### config.mk
export PLATFORM = sky130hd
export DESIGN_NAME = dense_run_detector
export DESIGN_NICKNAME = d
export VERILOG_FILES = /design/src/rtl/drd_pkg.sv /design/src/rtl/drd_csr.sv /design/src/rtl/drd_run_tracker.sv /design/src/rtl/drd_out_buffer.sv /design/src/rtl/dense_run_detector.sv
export SDC_FILE = /design/constraint.sdc
export NUM_CORES = 2
export LEC_CHECK = 0
export ABC_AREA = 1
export BUFFER_PORTS_ARGS = -buffer_cell sky130_fd_sc_hd__buf_2
export CORE_UTILIZATION = 39
export DETAILED_ROUTE_END_ITERATION = 8
export PLACE_DENSITY = 0.69
export SLEW_MARGIN = 20
export SYNTH_ARGS = -nofsm -noshare
export SYNTH_HDL_FRONTEND = slang
export SYNTH_HIERARCHICAL = 1
export SYNTH_SLANG_ARGS = --single-unit
### constraint.sdc
create_clock -name clock -period 12.23 [get_ports clock]
set_input_delay 1.8345 -clock clock [delete_from_list [all_inputs] [get_ports clock]]
set_output_delay 1.8345 -clock clock [all_outputs]
set_load 0.02 [all_outputs]
### src/rtl/drd_pkg.sv
// ----------------------------------------------------------------------------
// drd_pkg
// Types, constants and helpers shared by the dense run detector modules.
// ----------------------------------------------------------------------------
package drd_pkg;

   localparam int RANK_BITS = 32;
   localparam int PRED_BITS = 16;

   localparam int RANK_CMP_BITS = (RANK_BITS < 32) ? RANK_BITS : 32;

   localparam int ADDR_BITS = 3;
   localparam int DATA_BITS = 32;

   localparam logic REG_ROW_TOTAL       = 1'b0;
   localparam logic REG_DENSE_THRESHOLD = 1'b1;

   localparam logic [PRED_BITS-1:0] PRED_MAX = {PRED_BITS{1'b1}};
   localparam logic [47:0]          SUM_MAX  = {48{1'b1}};
   localparam logic [31:0]          LEN_MAX  = {32{1'b1}};

   typedef struct packed {
      logic [31:0] run_rank;
      logic [31:0] run_extent;
      logic        column_end;
      logic        new_frame;
   } req_type;

   typedef struct packed {
      logic [15:0] predictor_index;
      logic        dense_found;
      logic [31:0] dense_rank;
      logic [31:0] explicit_count;
      logic [47:0] storage_offset;
      logic [15:0] dense_index;
   } rsp_type;

   typedef struct packed {
      logic [31:0] row_total;
      logic [31:0] dense_threshold;
   } cfg_type;

   function automatic logic [PRED_BITS-1:0] bump_pred(input logic [PRED_BITS-1:0] v);
      return (v == PRED_MAX) ? PRED_MAX : v + PRED_BITS'(1);
   endfunction

endpackage

### src/rtl/drd_csr.sv
// ----------------------------------------------------------------------------
// drd_csr
// APB-style register file holding the row total and the dense threshold.
// ----------------------------------------------------------------------------
module drd_csr (
   input  logic                          clock,
   input  logic                          reset,
   input  logic                          psel,
   input  logic                          penable,
   input  logic                          pwrite,
   input  logic [drd_pkg::ADDR_BITS-1:0] paddr,
   input  logic [drd_pkg::DATA_BITS-1:0] pwdata,
   output logic [drd_pkg::DATA_BITS-1:0] prdata,
   output logic                          pready,
   output drd_pkg::cfg_type              cfg
);

   drd_pkg::cfg_type cfg_ff;
   drd_pkg::cfg_type cfg_in;
   logic             wr_en;

   assign pready = 1'b1;
   assign wr_en  = psel && penable && pwrite;

   always_comb begin
      cfg_in = cfg_ff;
      if (wr_en) begin
         unique case (paddr[2])
            drd_pkg::REG_ROW_TOTAL:       cfg_in.row_total       = pwdata;
            drd_pkg::REG_DENSE_THRESHOLD: cfg_in.dense_threshold = pwdata;
            default:                      cfg_in = cfg_ff;
         endcase
      end
   end

   always_comb begin
      unique case (paddr[2])
         drd_pkg::REG_ROW_TOTAL:       prdata = cfg_ff.row_total;
         drd_pkg::REG_DENSE_THRESHOLD: prdata = cfg_ff.dense_threshold;
         default:                      prdata = '0;
      endcase
   end

   always_ff @(posedge clock) begin
      if (reset) begin
         cfg_ff <= '0;
      end else begin
         cfg_ff <= cfg_in;
      end
   end

   assign cfg = cfg_ff;

endmodule

### src/rtl/drd_run_tracker.sv
// ----------------------------------------------------------------------------
// drd_run_tracker
// Merges equal-rank runs, tracks the longest run of a column and builds the
// column result together with the running offset accumulators.
// ----------------------------------------------------------------------------
module drd_run_tracker (
   input  logic             clock,
   input  logic             reset,
   input  logic             accept,
   input  drd_pkg::req_type req,
   input  drd_pkg::cfg_type cfg,
   output logic             push,
   output drd_pkg::rsp_type result
);

   localparam int RB = drd_pkg::RANK_CMP_BITS;
   localparam int PB = drd_pkg::PRED_BITS;

   logic [RB-1:0] prev_rank_ff,  prev_rank_in;
   logic          first_ff,      first_in;
   logic [31:0]   cur_len_ff,    cur_len_in;
   logic [31:0]   long_len_ff,   long_len_in;
   logic [RB-1:0] long_rank_ff,  long_rank_in;
   logic [PB-1:0] sparse_cnt_ff, sparse_cnt_in;
   logic [PB-1:0] dense_cnt_ff,  dense_cnt_in;
   logic [47:0]   dense_sum_ff,  dense_sum_in;
   logic [PB-1:0] col_cnt_ff,    col_cnt_in;

   logic [RB-1:0] rank;
   logic          new_run;
   logic [32:0]   merge_sum;
   logic [31:0]   cur_len;
   logic          longer;
   logic [31:0]   long_len;
   logic [RB-1:0] long_rank;
   logic [PB-1:0] sparse_cnt;
   logic [PB-1:0] dense_cnt;
   logic [47:0]   dense_sum;
   logic [PB-1:0] col_cnt;
   logic          dense;
   logic [31:0]   expl;
   logic [48:0]   sum_next;

   always_comb begin
      rank       = req.run_rank[RB-1:0];
      new_run    = first_ff || (rank != prev_rank_ff);
      merge_sum  = {1'b0, cur_len_ff} + {1'b0, req.run_extent};
      if (new_run) begin
         cur_len = req.run_extent;
      end else begin
         cur_len = merge_sum[32] ? drd_pkg::LEN_MAX : merge_sum[31:0];
      end
      longer     = cur_len > long_len_ff;
      long_len   = longer ? cur_len : long_len_ff;
      long_rank  = longer ? rank : long_rank_ff;

      sparse_cnt = req.new_frame ? '0 : sparse_cnt_ff;
      dense_cnt  = req.new_frame ? '0 : dense_cnt_ff;
      dense_sum  = req.new_frame ? '0 : dense_sum_ff;
      col_cnt    = req.new_frame ? '0 : col_cnt_ff;

      dense      = long_len > cfg.dense_threshold;
      expl       = (long_len > cfg.row_total) ? 32'd0 : cfg.row_total - long_len;
      sum_next   = {1'b0, dense_sum} + {17'd0, expl};

      prev_rank_in  = prev_rank_ff;
      first_in      = first_ff;
      cur_len_in    = cur_len_ff;
      long_len_in   = long_len_ff;
      long_rank_in  = long_rank_ff;
      sparse_cnt_in = sparse_cnt_ff;
      dense_cnt_in  = dense_cnt_ff;
      dense_sum_in  = dense_sum_ff;
      col_cnt_in    = col_cnt_ff;

      if (accept) begin
         sparse_cnt_in = sparse_cnt;
         dense_cnt_in  = dense_cnt;
         dense_sum_in  = dense_sum;
         col_cnt_in    = col_cnt;
         if (req.column_end) begin
            prev_rank_in = '0;
            first_in     = 1'b1;
            cur_len_in   = '0;
            long_len_in  = '0;
            long_rank_in = '0;
            col_cnt_in   = drd_pkg::bump_pred(col_cnt);
            if (dense) begin
               dense_sum_in = sum_next[48] ? drd_pkg::SUM_MAX : sum_next[47:0];
               dense_cnt_in = drd_pkg::bump_pred(dense_cnt);
            end else begin
               sparse_cnt_in = drd_pkg::bump_pred(sparse_cnt);
            end
         end else begin
            prev_rank_in = new_run ? rank : prev_rank_ff;
            first_in     = 1'b0;
            cur_len_in   = cur_len;
            long_len_in  = long_len;
            long_rank_in = long_rank;
         end
      end
   end

   always_comb begin
      push                   = accept && req.column_end;
      result.predictor_index = 16'(col_cnt);
      result.dense_found     = dense;
      result.dense_rank      = dense ? 32'(long_rank) : 32'd0;
      result.explicit_count  = dense ? expl : cfg.row_total;
      result.storage_offset  = dense ? dense_sum : 48'(sparse_cnt);
      result.dense_index     = dense ? 16'(dense_cnt) : 16'd0;
   end

   always_ff @(posedge clock) begin
      if (reset) begin
         prev_rank_ff  <= '0;
         first_ff      <= 1'b1;
         cur_len_ff    <= '0;
         long_len_ff   <= '0;
         long_rank_ff  <= '0;
         sparse_cnt_ff <= '0;
         dense_cnt_ff  <= '0;
         dense_sum_ff  <= '0;
         col_cnt_ff    <= '0;
      end else begin
         prev_rank_ff  <= prev_rank_in;
         first_ff      <= first_in;
         cur_len_ff    <= cur_len_in;
         long_len_ff   <= long_len_in;
         long_rank_ff  <= long_rank_in;
         sparse_cnt_ff <= sparse_cnt_in;
         dense_cnt_ff  <= dense_cnt_in;
         dense_sum_ff  <= dense_sum_in;
         col_cnt_ff    <= col_cnt_in;
      end
   end

endmodule

### src/rtl/drd_out_buffer.sv
// ----------------------------------------------------------------------------
// drd_out_buffer
// Result register with a skid entry, so one more result can still be taken
// while the receiver stalls.
// ----------------------------------------------------------------------------
module drd_out_buffer (
   input  logic             clock,
   input  logic             reset,
   input  logic             push,
   input  drd_pkg::rsp_type push_data,
   output logic             full,
   output logic             rsp_valid,
   input  logic             rsp_stall,
   output drd_pkg::rsp_type rsp_data
);

   logic             out_valid_ff,  out_valid_in;
   logic             skid_valid_ff, skid_valid_in;
   drd_pkg::rsp_type out_data_ff,   out_data_in;
   drd_pkg::rsp_type skid_data_ff,  skid_data_in;
   logic             pop;

   assign pop = out_valid_ff && !rsp_stall;

   always_comb begin
      out_valid_in  = out_valid_ff;
      skid_valid_in = skid_valid_ff;
      out_data_in   = out_data_ff;
      skid_data_in  = skid_data_ff;
      if (!out_valid_ff || pop) begin
         if (skid_valid_ff) begin
            out_data_in   = skid_data_ff;
            out_valid_in  = 1'b1;
            skid_valid_in = 1'b0;
         end else begin
            out_data_in  = push_data;
            out_valid_in = push;
         end
      end else if (push) begin
         skid_data_in  = push_data;
         skid_valid_in = 1'b1;
      end
   end

   always_ff @(posedge clock) begin
      if (reset) begin
         out_valid_ff  <= 1'b0;
         skid_valid_ff <= 1'b0;
      end else begin
         out_valid_ff  <= out_valid_in;
         skid_valid_ff <= skid_valid_in;
      end
      out_data_ff  <= out_data_in;
      skid_data_ff <= skid_data_in;
   end

   assign full      = skid_valid_ff;
   assign rsp_valid = out_valid_ff;
   assign rsp_data  = out_data_ff;

   a_skid_needs_out: assert property (@(posedge clock) disable iff (reset)
      skid_valid_ff |-> out_valid_ff)
      else $error("skid entry holds a result while the output register is empty");

   a_no_push_when_full: assert property (@(posedge clock) disable iff (reset)
      push |-> !skid_valid_ff)
      else $error("result pushed while the skid entry is occupied");

   a_skid_drains: assert property (@(posedge clock) disable iff (reset)
      (skid_valid_ff && pop) |=> (out_valid_ff && !skid_valid_ff))
      else $error("skid entry did not move into the output register");

endmodule

### src/rtl/dense_run_detector.sv
// ----------------------------------------------------------------------------
// dense_run_detector
// Finds the longest equal-rank run of each predictor column and assigns its
// storage offset.
//
// The req channel carries one run per transfer; the run flagged column_end
// closes its column and produces exactly one transfer on the rsp channel.
// Runs without column_end produce no result. A run with new_frame clears the
// column counter and the offset accumulators before it is processed.
// The block accepts one run every cycle while req_stall is low. The closing
// run's result is registered, into the skid entry if the receiver stalls.
// Each run is handled in one pass through the run tracker, which updates its
// state at the transfer edge. The result register is backed by a skid entry:
// when the receiver stalls, a second result can still be captured, and
// req_stall rises only while that skid entry is occupied.
// The configuration registers row_total (address 0) and dense_threshold
// (address 4) are written over the APB-style port; pready is always high.
// Synchronous reset clears all run state, the accumulators, both registers
// and the valid flags of the result buffer.
// ----------------------------------------------------------------------------
module dense_run_detector (
   input  logic                          clock,
   input  logic                          reset,
   input  logic                          req_valid,
   output logic                          req_stall,
   input  drd_pkg::req_type              req_data,
   output logic                          rsp_valid,
   input  logic                          rsp_stall,
   output drd_pkg::rsp_type              rsp_data,
   input  logic                          psel,
   input  logic                          penable,
   input  logic                          pwrite,
   input  logic [drd_pkg::ADDR_BITS-1:0] paddr,
   input  logic [drd_pkg::DATA_BITS-1:0] pwdata,
   output logic [drd_pkg::DATA_BITS-1:0] prdata,
   output logic                          pready
);

   drd_pkg::cfg_type cfg;
   drd_pkg::rsp_type result;
   logic             accept;
   logic             push;
   logic             full;

   assign req_stall = full;
   assign accept    = req_valid && !full;

   drd_csr u_csr (
      .clock   (clock),
      .reset   (reset),
      .psel    (psel),
      .penable (penable),
      .pwrite  (pwrite),
      .paddr   (paddr),
      .pwdata  (pwdata),
      .prdata  (prdata),
      .pready  (pready),
      .cfg     (cfg)
   );

   drd_run_tracker u_tracker (
      .clock  (clock),
      .reset  (reset),
      .accept (accept),
      .req    (req_data),
      .cfg    (cfg),
      .push   (push),
      .result (result)
   );

   drd_out_buffer u_out (
      .clock     (clock),
      .reset     (reset),
      .push      (push),
      .push_data (result),
      .full      (full),
      .rsp_valid (rsp_valid),
      .rsp_stall (rsp_stall),
      .rsp_data  (rsp_data)
   );

endmodule

Word level (Yosys, flattened, before mapping). Index checks and enable logic that the tools add are counted.

Add/subtract/negate cells: 6. Magnitude comparators: 3. Equal/unequal tests: 4. Mux-type cells: 33. Bitwise operators: 2. Reduce and logical (&&, ||, !) cells: 16.

Operators with widths (number): $mux 32 (12); $mux 48 (5); $mux 16 (12); $mux 145 (1); $gt 32x32->1 (3); $pmux 32 s2 (1); $add 48x32->49 (1); $add 16x1->16 const B (3); $eq 16x16->1 const B (3); $add 32x32->33 (1); $ne 32x32->1 (1); $sub 32x32->32 (1); $reduce_and 2->1 (4); $logic_and 1x1->1 (5); $logic_not 1->1 (3); $logic_or 1x1->1 (2); $mux 1 (2); $not 1->1 (2); $reduce_bool 2->1 (1); $reduce_or 2->1 (1).

Register bits: 581. Input port bits: 108. Output and inout bits: 180. Word-level logic and storage cells: 89.

Longest topological paths before layout.
Depth in word-level cells: 11. Depth in mapped cells: 65. Mapped depth without buffers: 61.

Hierarchy. The synthesis kept the hierarchy.

Modules (own cells, without submodules): drd_run_tracker (instances 1, cells an instance 3889, area each 22292.6 um^2, seq. area each 4504.3 um^2); drd_out_buffer (instances 1, cells an instance 768, area each 10762.8 um^2, seq. area each 8748.4 um^2); drd_csr (instances 1, cells an instance 490, area each 3078.0 um^2, seq. area each 1281.2 um^2); dense_run_detector (instances 1, cells an instance 2, area each 10.0 um^2, seq. area each 0.0 um^2).

Worst setup path before layout. Ideal clock, no wire load.

Path kind: input to register. Start: input port rsp_stall. End: register u_out/skid_data_ff[0] in the netlist's numbering, enable pin. Library setup time: 1.362 ns. Arrival time: 11.459 ns. Required time: 10.868 ns. Path slack: -0.592 ns. Cell stages on the path: 2. Buffers on the path: 0. Cell sequence: nand2_1 > nor2_1.

Cells in the longest elaborated chain, start to end: 5.

Ends and longest elaborated chain: from (decl) (line dense_run_detector.sv:28) `input logic rsp_stall,`; $logic_not 1->1 (line drd_out_buffer.sv:23) `assign pop = out_valid_ff && !rsp_stall;`; $logic_and 1x1->1 (line drd_out_buffer.sv:23); $logic_or 1x1->1 (line drd_out_buffer.sv:30) `if (!out_valid_ff || pop) begin`; $not 1->1 (no line); $reduce_and 2->1 (no line); to (signal assigned) (line drd_out_buffer.sv:54) `skid_data_ff <= skid_data_in;`; to (decl) (line drd_out_buffer.sv:20) `drd_pkg::rsp_type skid_data_ff, skid_data_in;`.

Every way passes these cells. A chain may end at the register's enable or synchronous reset.

Final worst setup path.
Start: input port req_data[2] in the netlist's numbering. End: register u_tracker.dense_sum_ff[26].

Cells in the longest elaborated chain, start to end: 11. Elaborated cells on any way between the ends: 13. Those cells by class: 3 x add/sub; 3 x order compare; 7 x mux.

Ends and longest elaborated chain: from (decl) (line dense_run_detector.sv:26) `input drd_pkg::req_type req_data,`; $add 32x32->33 (line drd_run_tracker.sv:47) `merge_sum = {1'b0, cur_len_ff} + {1'b0, req.run_extent};`; $mux 32 (line drd_run_tracker.sv:51) `cur_len = merge_sum[32] ? drd_pkg::LEN_MAX : merge_sum[31:0];`; $mux 32 (*) (line drd_run_tracker.sv:48) `if (new_run) begin`; $gt 32x32->1 (line drd_run_tracker.sv:53) `longer = cur_len > long_len_ff;`; $mux 32 (*) (line drd_run_tracker.sv:54) `long_len = longer ? cur_len : long_len_ff;`; $sub 32x32->32 / $gt 32x32->1 (equally long branches) (line drd_run_tracker.sv:63) `expl = (long_len > cfg.row_total) ? 32'd0 : cfg.row_total - long_len;`; $mux 32 (line drd_run_tracker.sv:63); $add 48x32->49 (line drd_run_tracker.sv:64) `sum_next = {1'b0, dense_sum} + {17'd0, expl};`; $mux 48 (line drd_run_tracker.sv:89) `dense_sum_in = sum_next[48] ? drd_pkg::SUM_MAX : sum_next[47:0];`; $mux 48 (*) (line drd_run_tracker.sv:88) `if (dense) begin`; $mux 48 (*) (line drd_run_tracker.sv:81) `if (req.column_end) begin`; to (signal assigned) (line drd_run_tracker.sv:133) `dense_sum_ff <= dense_sum_in;`; to (decl) (line drd_run_tracker.sv:26) `logic [47:0] dense_sum_ff, dense_sum_in;`.

Mark *: on every way between the ends. The rest lies on a longest branch, timed or not.

==> results.md <==
- The aggregate global routing overflow is 0.
- The floorplan die area is 93900 um2.
- Summed over all instances, the cell type with the most area after synthesis is sky130_fd_sc_hd__edfxtp_1.
- The worst clock skew is 0.0234 ns.
- The number of buffers inserted during clock tree synthesis is 70.
- Buffers placed on the I/O ports in this run total 284.
- The cell internal power dissipation is 3.76 mW.
- The dominant cell by count in the synthesized netlist is sky130_fd_sc_hd__nand2_1.
- The overall global routing resource usage is 23.3%.
- After floorplanning, the core was sized to cover 91700 um2.
- The number of max-cap violations is 0.
- In this run, the number of DRC markers left after iteration 0 of detailed routing was 2523.
- Summing the areas of all xor and xnor instances in the mapped netlist gives 2.28% of the synthesized area.
- The run finished with clean final reports.
- The worst setup path is captured at a register.
- For this run, the slowest stage of the critical path takes 0.51 ns.
- After Yosys synthesis, full adders, half adders and majority gates account for 5.81% of the synthesized area.
- The shortest clock period the worst path allows after layout is 10.25 ns.
- The highest-delay cell along the critical path is sky130_fd_sc_hd__nor2_2.
- The first-pass iteration count of the detailed router is 6.
- The share of synthesized flip-flops with an asynchronous set or reset is 0%.
- During synthesis, Yosys emitted a total of 6 warnings.
- The final layout contains 5662 nets.
- The commonest cells after synthesis are sky130_fd_sc_hd__nand2_1 (1468), sky130_fd_sc_hd__inv_1 (768), sky130_fd_sc_hd__nor2_1 (531), sky130_fd_sc_hd__a21oi_1 (362), sky130_fd_sc_hd__o21ai_0 (313).
- Yosys attributes the largest share of cell area to sky130_fd_sc_hd__edfxtp_1 (24%), sky130_fd_sc_hd__dfxtp_1 (16%), sky130_fd_sc_hd__nand2_1 (15%), sky130_fd_sc_hd__inv_1 (8.0%), sky130_fd_sc_hd__ha_1 (5.6%).
- Dividing the detail-routed via count by the number of cells gives 5.07.
- The critical path contains buffers and inverters numbering 7 combined.
- The portion of synthesized area spent on multiplexers is 0%.
- Routability-driven placement finished with a final weighted congestion of 0.949.
- At the worst endpoint, the arrival time is 10.72 ns.
- For this design, the CTS-stage hold fixing added 0 buffers.
- The total wire length is 111 mm.
- The maximum level of the CTS H-tree is 3.
- Power spread over the standard cell area amounts to 132 nW/um2.
- The count of different cell masters after synthesis is 48.
- The detailed-route DRC error count is 0.
- Based on the critical path, the design can be clocked at up to 97.6 MHz.
- The via count of the first global-routing pass is 31246.
- In the post-route analysis, the smallest setup slack over all paths is 1.98 ns.
- The sum of negative setup slack is 0 ns.
- The clock network accounts for 39.2% of the total power.
- The starting density of the core is 39.4%.
- The sequential cell fraction of total power is 40.9%.
- In the finished design, the share of the clock period the worst path needs comes to 83.8%.
- Setup violations remaining at the end of the flow were counted as 0.
- Measured against its own limit, the worst slew margin works out to 25.8%.
- The simple-gate share of the synthesized area is 27.8%.
- The number of instances in the synthesized netlist is 5149.
- CTS placed an instance of sky130_fd_sc_hd__clkbuf_16 at the clock tree root.
- The detail-routed net length per standard cell is 16.8 um.
- After legalization and detailed placement, the total HPWL measured 83.1 mm.
- The most used flip-flop cell after synthesis is sky130_fd_sc_hd__dfxtp_1.
- The setup slack after placement is 1.40 ns.
- The clock-pin slew reported for the worst setup and hold paths after clock tree synthesis is 0.06 ns.
- The share of cells above drive strength 1 is 10.2%.
- The largest net degree at the start of global routing is 101.
- The worst setup path is launched from an input port.
- The critical path in this run is classified as input port to register.
- In this design, the largest share of critical-path delay is due to simple AND/OR/NAND/NOR gates.
- Post-CTS timing repair inserted 0 buffers for setup.
- After floorplanning, the core was divided into 111 placement rows.
- The worst-case vdd ir drop is 108 uV.
- Per report_power, the combinational group accounts for 19.9% of the total.
- The total of cells resized after clock tree synthesis is 0.
- The number of hold violations in the final report is 0.
- The number of antenna violations at the first check in global routing is 6.
- At the worst endpoint, the required time is 12.70 ns.
- The vertical die dimension is 306 um.
- Setup repair after global routing left no endpoint under its margin.
- The max-slew violation count came to 0.
- The routed layout has 33634 vias.
- The leakage power is 18.5 nW.
- The first global-routing pass estimated 173 mm of wire.
- The fraction of power spent switching nets is 30.7%.
- Summing every instance area after synthesis gives 36100 um2.
- The top cell type by area accounts for 24.1% of the synthesized area.
- The count of clock tree sinks is 581.
- By instance count, the cell type seen most on the critical path is sky130_fd_sc_hd__nand2_1.
- The synthesized area per cell is 7.02 um2.
- The deepest clock path buffer count is 3.
- The post-detailed-route count of antenna-violating nets is 0.
- Synthesis produced a netlist with a net count of 5423.
- After synthesis, the largest family of logic cells by area is simple AND/OR/NAND/NOR gates.
- The clock tree from TritonCTS is built.
- The net switching power figure is 1.67 mW.
- The area added between synthesis and finish is 14.1%.
- The synthesized design contains 290 enable-type register cells.
- The width of the chip is 306 um.
- For the pin with the worst max-slew slack, the measured transition is 1.11 ns.
- Summing the areas of all compound-gate instances in the mapped netlist gives 12.7% of the synthesized area.
- The class of the tightest hold or removal check is register to register.
- 288 I/O pins were placed.
- In this run, synthesis produced a sequential element count of 581.
- Sequential cells were found to cover 40.2% of the synthesized design area.
- At the later pin of the worst-skew pair, clock insertion delay measures 0.63 ns.
- The maximum fanout count along the critical path is 54.
registers in the layout, summed over array words and instances, names as in the netlist:
register and flops:
u_out/rsp_data 145, u_out/skid_data_ff 145, u_csr/cfg 64, u_out/full 1, u_tracker/dense_sum_ff 48, u_tracker/cur_len_ff 32
u_tracker/sparse_cnt_ff 16, u_tracker/long_len_ff 32, u_out/rsp_valid 1, u_tracker/prev_rank_ff 32, u_tracker/first_ff 1, u_tracker/dense_cnt_ff 16
u_tracker/long_rank_ff 32, u_tracker/col_cnt_ff 16
path summary, 6_finish.rpt:
kind	startpoint	end	slack [ns]	cells after the start
max	req_data[2]	u_tracker/dense_sum_ff[26]	1.98	55
max reg2reg	u_tracker/cur_len_ff[0]	u_tracker/dense_sum_ff[26]	3.05	54
min	u_tracker/long_rank_ff[5]	u_tracker/long_rank_ff[5]	0.46	2
min reg2reg	u_tracker/long_rank_ff[5]	u_tracker/long_rank_ff[5]	0.46	2
layer usage:
| layer | vias up | global-route usage, % | share of wire [%] |
|---|---|---|---|
| met5 | - | 0 | 0.028 |
| met4 | 4 | 7.17 | 2.8 |
| met2 | 965 | 38.0 | 46 |
| met1 | 15461 | 31.8 | 46 |
| met3 | 162 | 3.25 | 5.6 |
| li1 | 17042 | - | - |
layout make-up:
class                      count  area, um2
clock inverter                35        338
inverter                     777       2920
sequential                   581      14500
clock buffer                  94       2000
tap                         1186       1480
multi-input combinational   3570      17700
timing repair buffer         388       2280
antenna                        5       12.5
fill                        9480      50400
worst min-delay path, delay by kind of cell, from the launching register on:
family	cells	cell delay, ns
AO/OA/AOI/OAI	1	0.05
flip-flops	1	0.30
AND/OR/NAND/NOR	1	0.06
cells in the final DEF (no fill, tap or decap), types with 18 or more instances in the layout:
master                      instances
sky130_fd_sc_hd__a21oi_1          362
sky130_fd_sc_hd__buf_2            283
sky130_fd_sc_hd__buf_4             98
sky130_fd_sc_hd__clkbuf_16         73
sky130_fd_sc_hd__dfxtp_1          290
sky130_fd_sc_hd__edfxtp_1         290
sky130_fd_sc_hd__ha_1             163
sky130_fd_sc_hd__inv_1            767
sky130_fd_sc_hd__nand2_1         1466
sky130_fd_sc_hd__nand3_1          307
sky130_fd_sc_hd__nand4_1           41
sky130_fd_sc_hd__nor2_1           528
sky130_fd_sc_hd__nor3_1            51
sky130_fd_sc_hd__o211ai_1          77
sky130_fd_sc_hd__o21ai_0          313
sky130_fd_sc_hd__o21ai_1           18
sky130_fd_sc_hd__xnor2_1           58
sky130_fd_sc_hd__xor2_1            36
kinds of logic after synthesis:
logic type,count (synthesis)
flip-flops,581
buffers and inverters,998
AND/OR/NAND/NOR,2463
adder cells (fa/ha/maj),166
AO/OA/AOI/OAI,846
other,1
XOR/XNOR,94
power groups by stage:
stage / Sequential, mW / Clock [mW] / Combinational (mW)
after floorplan: 2.33 / 0 / 0.642
after global placement: 2.26 / 0 / 1.06
after detailed placement: 2.26 / 0 / 1.07
after CTS: 2.22 / 2.18 / 1.08
after global routing: 2.23 / 2.25 / 1.20
final: 2.22 / 2.13 / 1.08
per-stage QoR:
step	hold WS, ns	instance area [um2]	util (%)	power, mW	cells
6_report	0.462	41200	45.0	5.43	6636
5_1_grt	0.478	41200	45.0	5.68	6635
4_1_cts	0.463	41200	45.0	5.48	6631
3_5_place_dp	0.455	38900	42.4	3.33	6502
3_3_place_gp	0.451	38900	42.4	3.32	6502
2_1_floorplan	0.430	36100	-	2.98	5149
(Power assumes the default switching activity.)
